===== src/rtl/core/tts_pkg.sv =====
package tts_pkg;

   localparam int QUEUE_DEPTH = 16;
   localparam int TIME_BITS   = 40;
   localparam int LAT_BITS    = TIME_BITS + 1;
   localparam int IDX_W       = $clog2(QUEUE_DEPTH);
   localparam int CNT_W       = $clog2(QUEUE_DEPTH + 1);
   localparam int TOL_W       = 20;
   localparam int INTV_W      = 24;
   localparam int CSR_IDX_W   = 8;
   localparam int REQ_DATA_W  = ((TIME_BITS + 7) / 8) * 8;
   localparam int RSP_FIELD_W = TIME_BITS + 2 * LAT_BITS;
   localparam int RSP_DATA_W  = ((RSP_FIELD_W + 7) / 8) * 8;

   localparam logic [TOL_W-1:0]  TOL_RESET  = TOL_W'(3000);
   localparam logic [INTV_W-1:0] INTV_RESET = INTV_W'(100000);

   // Configuration register indexes
   localparam logic [CSR_IDX_W-1:0] CSR_TOLERANCE = CSR_IDX_W'(0);
   localparam logic [CSR_IDX_W-1:0] CSR_INTERVAL  = CSR_IDX_W'(1);

   typedef enum logic [1:0] {
      FUNC_SAMPLE   = 2'd0,
      FUNC_SCHEDULE = 2'd1,
      FUNC_ECHO     = 2'd2,
      FUNC_SESSION  = 2'd3
   } func_type;

   typedef enum logic [2:0] {
      KIND_FIRED    = 3'd0,
      KIND_SKIPPED  = 3'd1,
      KIND_PULSE    = 3'd2,
      KIND_SCHED    = 3'd3,
      KIND_REJECT   = 3'd4,
      KIND_MEASURED = 3'd5
   } kind_type;

   typedef struct packed {
      kind_type               kind;
      logic [LAT_BITS-1:0]    latency;
      logic [LAT_BITS-1:0]    lateness;
      logic [TIME_BITS-1:0]   rtime;
   } result_type;

endpackage


===== src/rtl/core/tts_ram.sv =====
module tts_ram #(
   parameter int DEPTH = 16,
   parameter int WIDTH = 40
) (
   input  logic                     clock,
   input  logic                     wr_en,
   input  logic [$clog2(DEPTH)-1:0] wr_addr,
   input  logic [WIDTH-1:0]         wr_data,
   input  logic                     rd_en,
   input  logic [$clog2(DEPTH)-1:0] rd_addr,
   output logic [WIDTH-1:0]         rd_data
);

   logic [WIDTH-1:0] mem [DEPTH];
   logic [WIDTH-1:0] rd_data_ff;

   // Write port
   always_ff @(posedge clock) begin
      if (wr_en) begin
         mem[wr_addr] <= wr_data;
      end
   end

   // Registered read port, holds its data when idle
   always_ff @(posedge clock) begin
      if (rd_en) begin
         rd_data_ff <= mem[rd_addr];
      end
   end

   assign rd_data = rd_data_ff;

endmodule


===== src/rtl/core/timed_trigger_scheduler.sv =====
// Timed trigger scheduler.
// Request channel (req_*): tuser carries func and session_stopped, tdata the
// event time. Response channel (rsp_*): tuser carries the result kind, tdata
// the result time, lateness and latency, tlast marks the final response of a
// request. Configuration (csr_*): index 0 tolerance, 1 measure interval;
// always ready; it is to be written only while the block is idle, which the block itself does not enforce.
// One request is worked at a time; req_tready is high only when idle.
// Schedule, echo: the response is held, then sent from the flush state as the
// final one, and the next request is accepted once the block is back in idle.
// Sample tick: a scan of the pending-time memory reads one entry per cycle;
// each due entry adds a fetch and a pop state, and a scan that finds nothing
// due ends the pops. Then the pulse check runs and the final response is sent.
// Session reports give no response and leave the block idle.
// Reset clears the queue count, latency, last pulse time, control state and
// configuration registers; the payload registers and pending-time memory are not cleared.
// A stalled receiver holds the response register; the block stops at its next
// response and resumes when rsp_tready returns.
module timed_trigger_scheduler
   import tts_pkg::*;
(
   input  logic                      clock,
   input  logic                      reset,
   input  logic                      req_tvalid,
   output logic                      req_tready,
   input  logic [REQ_DATA_W-1:0]     req_tdata,  // [39:0] event_time
   input  logic [2:0]                req_tuser,  // [1:0] func, [2] session_stopped
   output logic                      rsp_tvalid,
   input  logic                      rsp_tready,
   output logic [RSP_DATA_W-1:0]     rsp_tdata,  // [39:0] result_time,
                                                 // [80:40] lateness, [121:81] latency
   output logic [2:0]                rsp_tuser,  // [2:0] kind
   output logic                      rsp_tlast,
   input  logic                      csr_valid,
   output logic                      csr_ready,
   input  logic [CSR_IDX_W-1:0]      csr_index,
   input  logic [INTV_W-1:0]         csr_data
);

   typedef enum logic [5:0] {
      ST_IDLE  = 6'b000001,
      ST_SCAN  = 6'b000010,
      ST_FETCH = 6'b000100,
      ST_POP   = 6'b001000,
      ST_PULSE = 6'b010000,
      ST_FLUSH = 6'b100000
   } state_type;

   state_type            state_ff, state_in;
   logic [CNT_W-1:0]     count_ff, count_in;
   logic [LAT_BITS-1:0]  latency_ff, latency_in;
   logic [TIME_BITS-1:0] last_pulse_ff, last_pulse_in;
   logic                 prior_stop_ff, prior_stop_in;
   logic [TOL_W-1:0]     tol_ff;
   logic [INTV_W-1:0]    intv_ff;
   logic [TIME_BITS-1:0] t_ff, t_in;
   logic [LAT_BITS-1:0]  corr_ff, corr_in;
   logic [CNT_W-1:0]     scan_addr_ff, scan_addr_in;
   logic                 rd_pend_ff, rd_pend_in;
   logic [IDX_W-1:0]     rd_idx_ff, rd_idx_in;
   logic [TIME_BITS-1:0] best_ff, best_in;
   logic [IDX_W-1:0]     best_idx_ff, best_idx_in;
   logic                 have_best_ff, have_best_in;
   logic                 hold_valid_ff, hold_valid_in;
   result_type           hold_ff, hold_in;
   logic                 rsp_valid_ff, rsp_valid_in;
   result_type           rsp_ff, rsp_in;
   logic                 rsp_last_ff, rsp_last_in;

   logic                 ram_we, ram_re;
   logic [IDX_W-1:0]     ram_waddr, ram_raddr;
   logic [TIME_BITS-1:0] ram_wdata, ram_rdata;

   func_type             req_func;
   logic [TIME_BITS-1:0] req_time;
   logic                 req_stop;
   logic                 req_fire;
   logic                 out_free;
   logic [LAT_BITS:0]    corr_sum;
   logic [CNT_W-1:0]     count_dec;
   logic [LAT_BITS-1:0]  pulse_diff;
   logic                 pulse_due;
   logic                 better;
   logic [TIME_BITS-1:0] scan_min;
   logic [LAT_BITS-1:0]  late;
   logic [LAT_BITS-1:0]  echo_lat;

   assign req_func  = func_type'(req_tuser[1:0]);
   assign req_stop  = req_tuser[2];
   assign req_time  = req_tdata[TIME_BITS-1:0];
   assign req_tready = (state_ff == ST_IDLE);
   assign req_fire  = req_tvalid && req_tready;
   assign out_free  = !rsp_valid_ff || rsp_tready;
   assign csr_ready = 1'b1;

   // Corrected time: sample time plus signed latency, sign in the top bit
   assign corr_sum  = {2'b00, req_time} + {latency_ff[LAT_BITS-1], latency_ff};
   assign count_dec = count_ff - CNT_W'(1);
   assign pulse_diff = {1'b0, t_ff} - {1'b0, last_pulse_ff};
   assign pulse_due = (t_ff >= last_pulse_ff) &&
                      (pulse_diff >= LAT_BITS'(intv_ff));
   assign better    = !have_best_ff || (ram_rdata < best_ff);
   assign scan_min  = better ? ram_rdata : best_ff;
   assign late      = corr_ff - {1'b0, best_ff};
   assign echo_lat  = {1'b0, req_time} - {1'b0, last_pulse_ff};

   tts_ram #(
      .DEPTH(QUEUE_DEPTH),
      .WIDTH(TIME_BITS)
   ) u_ram (
      .clock  (clock),
      .wr_en  (ram_we),
      .wr_addr(ram_waddr),
      .wr_data(ram_wdata),
      .rd_en  (ram_re),
      .rd_addr(ram_raddr),
      .rd_data(ram_rdata)
   );

   // Sequencer: accept requests, scan for the minimum, pop, pulse, flush the held response
   always_comb begin
      state_in      = state_ff;
      count_in      = count_ff;
      latency_in    = latency_ff;
      last_pulse_in = last_pulse_ff;
      prior_stop_in = prior_stop_ff;
      t_in          = t_ff;
      corr_in       = corr_ff;
      scan_addr_in  = scan_addr_ff;
      rd_pend_in    = 1'b0;
      rd_idx_in     = rd_idx_ff;
      best_in       = best_ff;
      best_idx_in   = best_idx_ff;
      have_best_in  = have_best_ff;
      hold_valid_in = hold_valid_ff;
      hold_in       = hold_ff;
      rsp_valid_in  = rsp_valid_ff && !rsp_tready;
      rsp_in        = rsp_ff;
      rsp_last_in   = rsp_last_ff;
      ram_we        = 1'b0;
      ram_waddr     = best_idx_ff;
      ram_wdata     = ram_rdata;
      ram_re        = 1'b0;
      ram_raddr     = scan_addr_ff[IDX_W-1:0];

      case (state_ff)
         ST_IDLE: begin
            if (req_fire) begin
               case (req_func)
                  FUNC_SAMPLE: begin
                     t_in         = req_time;
                     corr_in      = corr_sum[LAT_BITS-1:0];
                     scan_addr_in = '0;
                     have_best_in = 1'b0;
                     if (corr_sum[LAT_BITS] || count_ff == '0) begin
                        state_in = ST_PULSE;
                     end else begin
                        state_in = ST_SCAN;
                     end
                  end
                  FUNC_SCHEDULE: begin
                     hold_valid_in = 1'b1;
                     hold_in       = '{kind: KIND_SCHED, latency: latency_ff,
                                       lateness: '0, rtime: req_time};
                     if (count_ff >= CNT_W'(QUEUE_DEPTH)) begin
                        hold_in.kind = KIND_REJECT;
                     end else begin
                        ram_we    = 1'b1;
                        ram_waddr = count_ff[IDX_W-1:0];
                        ram_wdata = req_time;
                        count_in  = count_ff + CNT_W'(1);
                     end
                     state_in = ST_FLUSH;
                  end
                  FUNC_ECHO: begin
                     latency_in    = echo_lat;
                     hold_valid_in = 1'b1;
                     hold_in       = '{kind: KIND_MEASURED, latency: echo_lat,
                                       lateness: '0, rtime: req_time};
                     state_in      = ST_FLUSH;
                  end
                  default: begin
                     if (req_stop && !prior_stop_ff) begin
                        latency_in    = '0;
                        last_pulse_in = '0;
                     end
                     prior_stop_in = req_stop;
                  end
               endcase
            end
         end
         ST_SCAN: begin
            // issue one read per cycle over the filled entries
            if (scan_addr_ff < count_ff) begin
               ram_re       = 1'b1;
               ram_raddr    = scan_addr_ff[IDX_W-1:0];
               scan_addr_in = scan_addr_ff + CNT_W'(1);
               rd_pend_in   = 1'b1;
               rd_idx_in    = scan_addr_ff[IDX_W-1:0];
            end
            if (rd_pend_ff) begin
               have_best_in = 1'b1;
               best_in      = scan_min;
               if (better) begin
                  best_idx_in = rd_idx_ff;
               end
               if ({1'b0, rd_idx_ff} == count_dec) begin
                  if ({1'b0, scan_min} <= corr_ff) begin
                     state_in = ST_FETCH;
                  end else begin
                     state_in = ST_PULSE;
                  end
               end
            end
         end
         ST_FETCH: begin
            // read the top entry to fill the hole left by the pop
            ram_re    = 1'b1;
            ram_raddr = count_dec[IDX_W-1:0];
            state_in  = ST_POP;
         end
         ST_POP: begin
            if (!hold_valid_ff || out_free) begin
               if (hold_valid_ff) begin
                  rsp_valid_in = 1'b1;
                  rsp_in       = hold_ff;
                  rsp_last_in  = 1'b0;
               end
               hold_valid_in = 1'b1;
               hold_in       = '{kind: KIND_FIRED, latency: latency_ff,
                                 lateness: late, rtime: best_ff};
               if (late > LAT_BITS'(tol_ff)) begin
                  hold_in.kind = KIND_SKIPPED;
               end
               ram_we       = 1'b1;
               ram_waddr    = best_idx_ff;
               ram_wdata    = ram_rdata;
               count_in     = count_dec;
               scan_addr_in = '0;
               have_best_in = 1'b0;
               state_in     = (count_dec == '0) ? ST_PULSE : ST_SCAN;
            end
         end
         ST_PULSE: begin
            if (!pulse_due) begin
               state_in = ST_FLUSH;
            end else if (!hold_valid_ff || out_free) begin
               if (hold_valid_ff) begin
                  rsp_valid_in = 1'b1;
                  rsp_in       = hold_ff;
                  rsp_last_in  = 1'b0;
               end
               hold_valid_in = 1'b1;
               hold_in       = '{kind: KIND_PULSE, latency: latency_ff,
                                 lateness: '0, rtime: t_ff};
               last_pulse_in = t_ff;
               state_in      = ST_FLUSH;
            end
         end
         ST_FLUSH: begin
            // push the held response out as the final one
            if (!hold_valid_ff) begin
               state_in = ST_IDLE;
            end else if (out_free) begin
               rsp_valid_in  = 1'b1;
               rsp_in        = hold_ff;
               rsp_last_in   = 1'b1;
               hold_valid_in = 1'b0;
               state_in      = ST_IDLE;
            end
         end
         default: begin
            state_in = ST_IDLE;
         end
      endcase
   end

   // Control state
   always_ff @(posedge clock) begin
      if (reset) begin
         state_ff      <= ST_IDLE;
         count_ff      <= '0;
         latency_ff    <= '0;
         last_pulse_ff <= '0;
         prior_stop_ff <= 1'b0;
         rd_pend_ff    <= 1'b0;
         have_best_ff  <= 1'b0;
         hold_valid_ff <= 1'b0;
         rsp_valid_ff  <= 1'b0;
      end else begin
         state_ff      <= state_in;
         count_ff      <= count_in;
         latency_ff    <= latency_in;
         last_pulse_ff <= last_pulse_in;
         prior_stop_ff <= prior_stop_in;
         rd_pend_ff    <= rd_pend_in;
         have_best_ff  <= have_best_in;
         hold_valid_ff <= hold_valid_in;
         rsp_valid_ff  <= rsp_valid_in;
      end
   end

   // Configuration registers
   always_ff @(posedge clock) begin
      if (reset) begin
         tol_ff  <= TOL_RESET;
         intv_ff <= INTV_RESET;
      end else if (csr_valid && csr_ready) begin
         if (csr_index == CSR_TOLERANCE) begin
            tol_ff <= csr_data[TOL_W-1:0];
         end else if (csr_index == CSR_INTERVAL) begin
            intv_ff <= csr_data;
         end
      end
   end

   // Payload registers
   always_ff @(posedge clock) begin
      t_ff         <= t_in;
      corr_ff      <= corr_in;
      scan_addr_ff <= scan_addr_in;
      rd_idx_ff    <= rd_idx_in;
      best_ff      <= best_in;
      best_idx_ff  <= best_idx_in;
      hold_ff      <= hold_in;
      rsp_ff       <= rsp_in;
      rsp_last_ff  <= rsp_last_in;
   end

   assign rsp_tvalid = rsp_valid_ff;
   assign rsp_tuser  = rsp_ff.kind;
   assign rsp_tlast  = rsp_last_ff;
   assign rsp_tdata  = RSP_DATA_W'({rsp_ff.latency, rsp_ff.lateness, rsp_ff.rtime});

endmodule


===== config.mk =====
export PLATFORM = sky130hd
export DESIGN_NAME = timed_trigger_scheduler
export DESIGN_NICKNAME = d
export VERILOG_FILES = /design/src/rtl/core/tts_pkg.sv /design/src/rtl/core/tts_ram.sv /design/src/rtl/core/timed_trigger_scheduler.sv
export SDC_FILE = /design/constraint.sdc
export NUM_CORES = 2
export LEC_CHECK = 0
export BUFFER_PORTS_ARGS = -buffer_cell sky130_fd_sc_hd__buf_2
export CORE_ASPECT_RATIO = 0.7
export CORE_MARGIN = 8
export CORE_UTILIZATION = 50
export DETAILED_ROUTE_END_ITERATION = 10
export HOLD_SLACK_MARGIN = 0.05
export PLACE_DENSITY_LB_ADDON = 0.1
export SYNTH_ARGS = -nofsm -noshare
export SYNTH_HDL_FRONTEND = slang
export SYNTH_SLANG_ARGS = --single-unit

===== constraint.sdc =====
create_clock -name clock -period 14 [get_ports clock]
set_clock_uncertainty 0.05 [all_clocks]
set_input_delay 0.7 -clock clock [delete_from_list [all_inputs] [get_ports clock]]
set_output_delay 0.7 -clock clock [all_outputs]
set_load 0.02 [all_outputs]

==> flow_metrics.py <==
metrics = {
    "floorplanning": {
        "initial_core_util_pct": 50.1,
        "core_box_area_sq_um": 116000,
        "fp.dieW_um": 424,
        "die_h_um": 302,
        "num_io_pins": 215,
        "die-area_sq_um": 128000,
        "row_count": 105,
    },
    "critical_path": {
        "critical-path-top-delay-family": "simple AND/OR/NAND/NOR gates",
        "critical_path.startpoint": "t_ff[0]",
        "timing.critical_path.cells": "inv_1, ha_1, inv_1, fa_1, nand3_1, a211oi_2, o22ai_2, o21ai_0, a31oi_1, xnor2_1, ha_1, nand3_1, or3_1, nor4_1, nor4_1, o211a_1, nand4b_1, nor3_2, a41oi_2, nor2_1, nor2_4, buf_4, buf_4",
        "worstSetupStartpointType": "flip-flop",
        "path_max_fanout": 61,
        "rr_endpoint": "hold_ff[11]",
        "critical_path_arrival_ns": 7.93,
        "r2r_start": "t_ff[0]",
        "end_kind": "flip-flop",
        "cp.required_ns": 14.31,
        "criticalPathCategory": "flip-flop to flip-flop",
        "reg2reg_slack_ns": 6.38,
        "crit_path_top_delay_cell": "sky130_fd_sc_hd__nor2_4",
        "reg2reg_depth": 23,
        "critPathCapture": "hold_ff[11]",
        "cp.depth": 23,
        "slowest_delay_ns": 0.90,
        "cp_bufs_invs": 4,
    },
    "logic_synthesis": {
        "number_of_distinct_library_cell_variants_in_the_gate_level_netlist_after_synthesis": 99,
        "synthCells": 4985,
        "postSynth.asyncResetShare_pct": 0,
        "synth-edff-count": 1065,
        "seq_area_frac_synth_pct": 59.7,
        "post_synthesis_instance_area_sq_um": 58300,
        "synth_warnings": 0,
        "syn_area_per_cell_sq_um": 11.7,
        "ys_seq_elements": 1206,
        "ys_dominant_reg_cell": "sky130_fd_sc_hd__edfxtp_1",
    },
    "pwr": {
        "ir_drop_mv": 0.129,
        "areal_power_density_over_the_cells_nw_per_um2": 132,
        "clockPowerShare_pct": 38.0,
        "switching_pwr_mw": 2.23,
        "swShare_pct": 26.2,
        "power_frac_seq_pct": 49.1,
        "total_leakage_power_nw": 23.5,
        "internal-power_mw": 6.30,
        "part_of_the_power_in_combinational_logic_pct": 12.8,
    },
    "route": {
        "routed_wl_mm": 174,
        "number_of_vias_after_detailed_routing": 40511,
        "drcViolationCount": 0,
        "drt_pre_antenna_iters": 7,
        "final_antenna_net_count": 0,
        "vias_per_cell": 5.99,
        "violation_count_after_the_first_detailed_route_iteration": 4258,
        "avgRoutedWirePerCell_um": 25.7,
    },
    "global_route": {
        "groute.usage.overall_pct": 26.1,
        "grt_antenna_before_repair": 7,
        "grt.overflow.total": 0,
        "grt_pass1_wl_mm": 252,
        "grt_start_max_net_pins": 198,
        "number_of_global_route_vias_before_repair": 37614,
    },
    "timing": {
        "achievable-frequency_mhz": 131,
        "slew_violations": 0,
        "period_share_pct": 54.4,
        "setup-violations-final": 0,
        "hold_viol_final": 0,
        "fin_crit_ns": 7.62,
        "setup_total_negative_slack_ns": 0,
        "max_slew_margin_pct": 18.9,
        "grt_setup_unrepaired": "no",
        "tightest_slew_ns": 1.20,
    },
    "clocking": {
        "h-tree-depth": 3,
        "cell_at_the_root_of_the_clock_tree": "sky130_fd_sc_hd__clkbuf_16",
        "cts_made_buffers": 114,
        "cts.repair_timing.setup_buffer_count": 0,
        "clkLatencyLatePin_ns": 0.74,
        "numClockSinks": 1206,
        "post_cts_hold_buffer_count": 0,
        "cts-resized-gates": 0,
        "clk_pin_slew_worst_paths_ns": 0.07,
        "cts_tree": "yes",
        "clock_path_buffers": 3,
    },
    "placed_design": {
        "detailed_placement_wirelength_estimate_mm": 116,
        "port_buffers": 207,
        "gpl.final_weighted_congestion": 0.968,
    },
    "layout": {
        "drive_above_1_share_pct": 10.8,
        "layout.core_utilization_pct": 55.7,
        "num-fill-cells": 9877,
        "layout-area-overhead-vs-synth_pct": 11.2,
        "final_net_count": 5492,
        "antenna_cells_inserted": 0,
    },
    "run_status": {
        "run_status": "finished, final reports clean",
    },
    "run": {
        "timing.max_cap.violations": 0,
    },
    "worst_hold_path": {
        "hp-class": "primary input to flip-flop",
    },
}
final cells by class:
class,count,area (sq um),area share (%)
well taps,1551,1940,2.99
inverters,221,830,1.28
clock buffers,138,3010,4.64
clock inverters,75,873,1.35
repair buffers,267,1530,2.35
multi-input cells,3302,21900,33.7
flip-flops and latches,1206,34800,53.7
logic make-up after synthesis:
| logic type | Yosys count | synth area share, % |
|---|---|---|
| AOI/OAI and AO/OA | 1296 | 15.2 |
| xor gates and xnor gates | 140 | 2.10 |
| adders and majority gates | 300 | 6.49 |
| buffers and inverters | 482 | 3.30 |
| DFF | 1206 | 59.7 |
| muxes | 69 | 1.32 |
| other | 2 | 0.0129 |
| and+or+nand+nor | 1490 | 12.0 |
flip-flops by register name (all words and copies together) (netlist names), 6 cells and up:
register,flops
t_ff,40
tol_ff,20
latency_ff,41
u_ram.rd_data,40
state_ff,6
hold_ff,125
corr_ff,41
rsp_tdata,122
last_pulse_ff,40
u_ram.mem,640
best_ff,40
intv_ff,24
per-layer routing:
| metal | vias to the layer above | part of all wire (%) | track usage [%] |
|---|---|---|---|
| met3 | 226 | 7.4 | 4.78 |
| li1 | 18896 | - | - |
| met2 | 1469 | 43 | 38.9 |
| met4 | 0 | 2.5 | 6.37 |
| met1 | 19920 | 47 | 39.6 |
| met5 | - | 0 | 0 |
synth_stat cells (all sizes together) (47+ instances only):
| library cell | instances | area share, % |
|---|---|---|
| edfxtp | 1065 | 55 |
| nand2 | 741 | 4.8 |
| a21oi | 313 | 2.7 |
| ha | 296 | 6.3 |
| a211oi | 231 | 3.0 |
| inv | 219 | 1.4 |
| clkbuf | 214 | 1.4 |
| nor2 | 205 | 1.3 |
| and2 | 190 | 2.0 |
| o21ai | 168 | 1.4 |
| dfxtp | 141 | 4.8 |
| a21o | 102 | 1.3 |
| a31oi | 99 | 1.1 |
| xnor2 | 94 | 1.4 |
| a311oi | 85 | 1.3 |
| mux2 | 64 | 1.2 |
| a22oi | 62 | 0.80 |
| nand3 | 56 | 0.48 |
| nand4 | 55 | 0.59 |
| buf | 47 | 0.50 |
cells in the final DEF, fill, tap and decap left out, drive strengths merged, types with 35 or more instances in the layout:
cell	synthesis	layout
nor3	45	45
dfxtp	141	141
a22oi	62	62
a21oi	313	313
nand3	56	56
clkinv	2	47
clkbuf	214	138
o21ai	168	168
nand4	55	55
a211oi	231	231
a22o	42	42
buf	47	267
a31oi	99	99
xnor2	94	94
nor2	205	205
a21o	102	102
nor2b	35	35
and2	190	190
inv	219	222
ha	296	296
mux2	64	64
xor2	46	46
edfxtp	1065	1065
nand2	741	741
a311oi	85	85
metrics by stage:
| step | cell area, sq um | instances | hold slack [ns] | total power, mW | setup WS, ns |
|---|---|---|---|---|---|
| CTS | 64800 | 6760 | 0.0842 | 8.58 | 6.43 |
| finish | 64800 | 6760 | 0.129 | 8.54 | 6.38 |
| global placement | 61000 | 6547 | 0.352 | 5.34 | 6.71 |
| global route | 64800 | 6760 | 0.0938 | 8.83 | 5.91 |
| detailed placement | 61000 | 6547 | 0.355 | 5.35 | 6.43 |
| floorplan | 58300 | 4990 | 0.350 | 4.99 | 0.717 |
power by group through the flow:
stage                     registers [mW]  logic, mW  clock network, mW
final                               4.19       1.09               3.25
after global routing                4.21       1.19               3.43
after CTS                           4.20       1.08               3.30
after detailed placement            4.27       1.08                  0
after global placement              4.27       1.07                  0
after floorplan                     4.28      0.714                  0
worst min path at each step:
stage / endpoint / slack (ns) / from / cells after the start
2_1_floorplan: rsp_tdata[0] / 0.35 / hold_ff[0] / 0
3_3_place_gp: rsp_tdata[49] / 0.35 / hold_ff[49] / 0
3_5_place_dp: rsp_tdata[17] / 0.35 / hold_ff[17] / 0
4_1_cts: t_ff[0] / 0.08 / req_tdata[0] / 1
5_1_grt: t_ff[0] / 0.09 / req_tdata[0] / 1
6_report: t_ff[0] / 0.13 / req_tdata[0] / 1
Note: power is estimated with default switching activity, not from simulation.
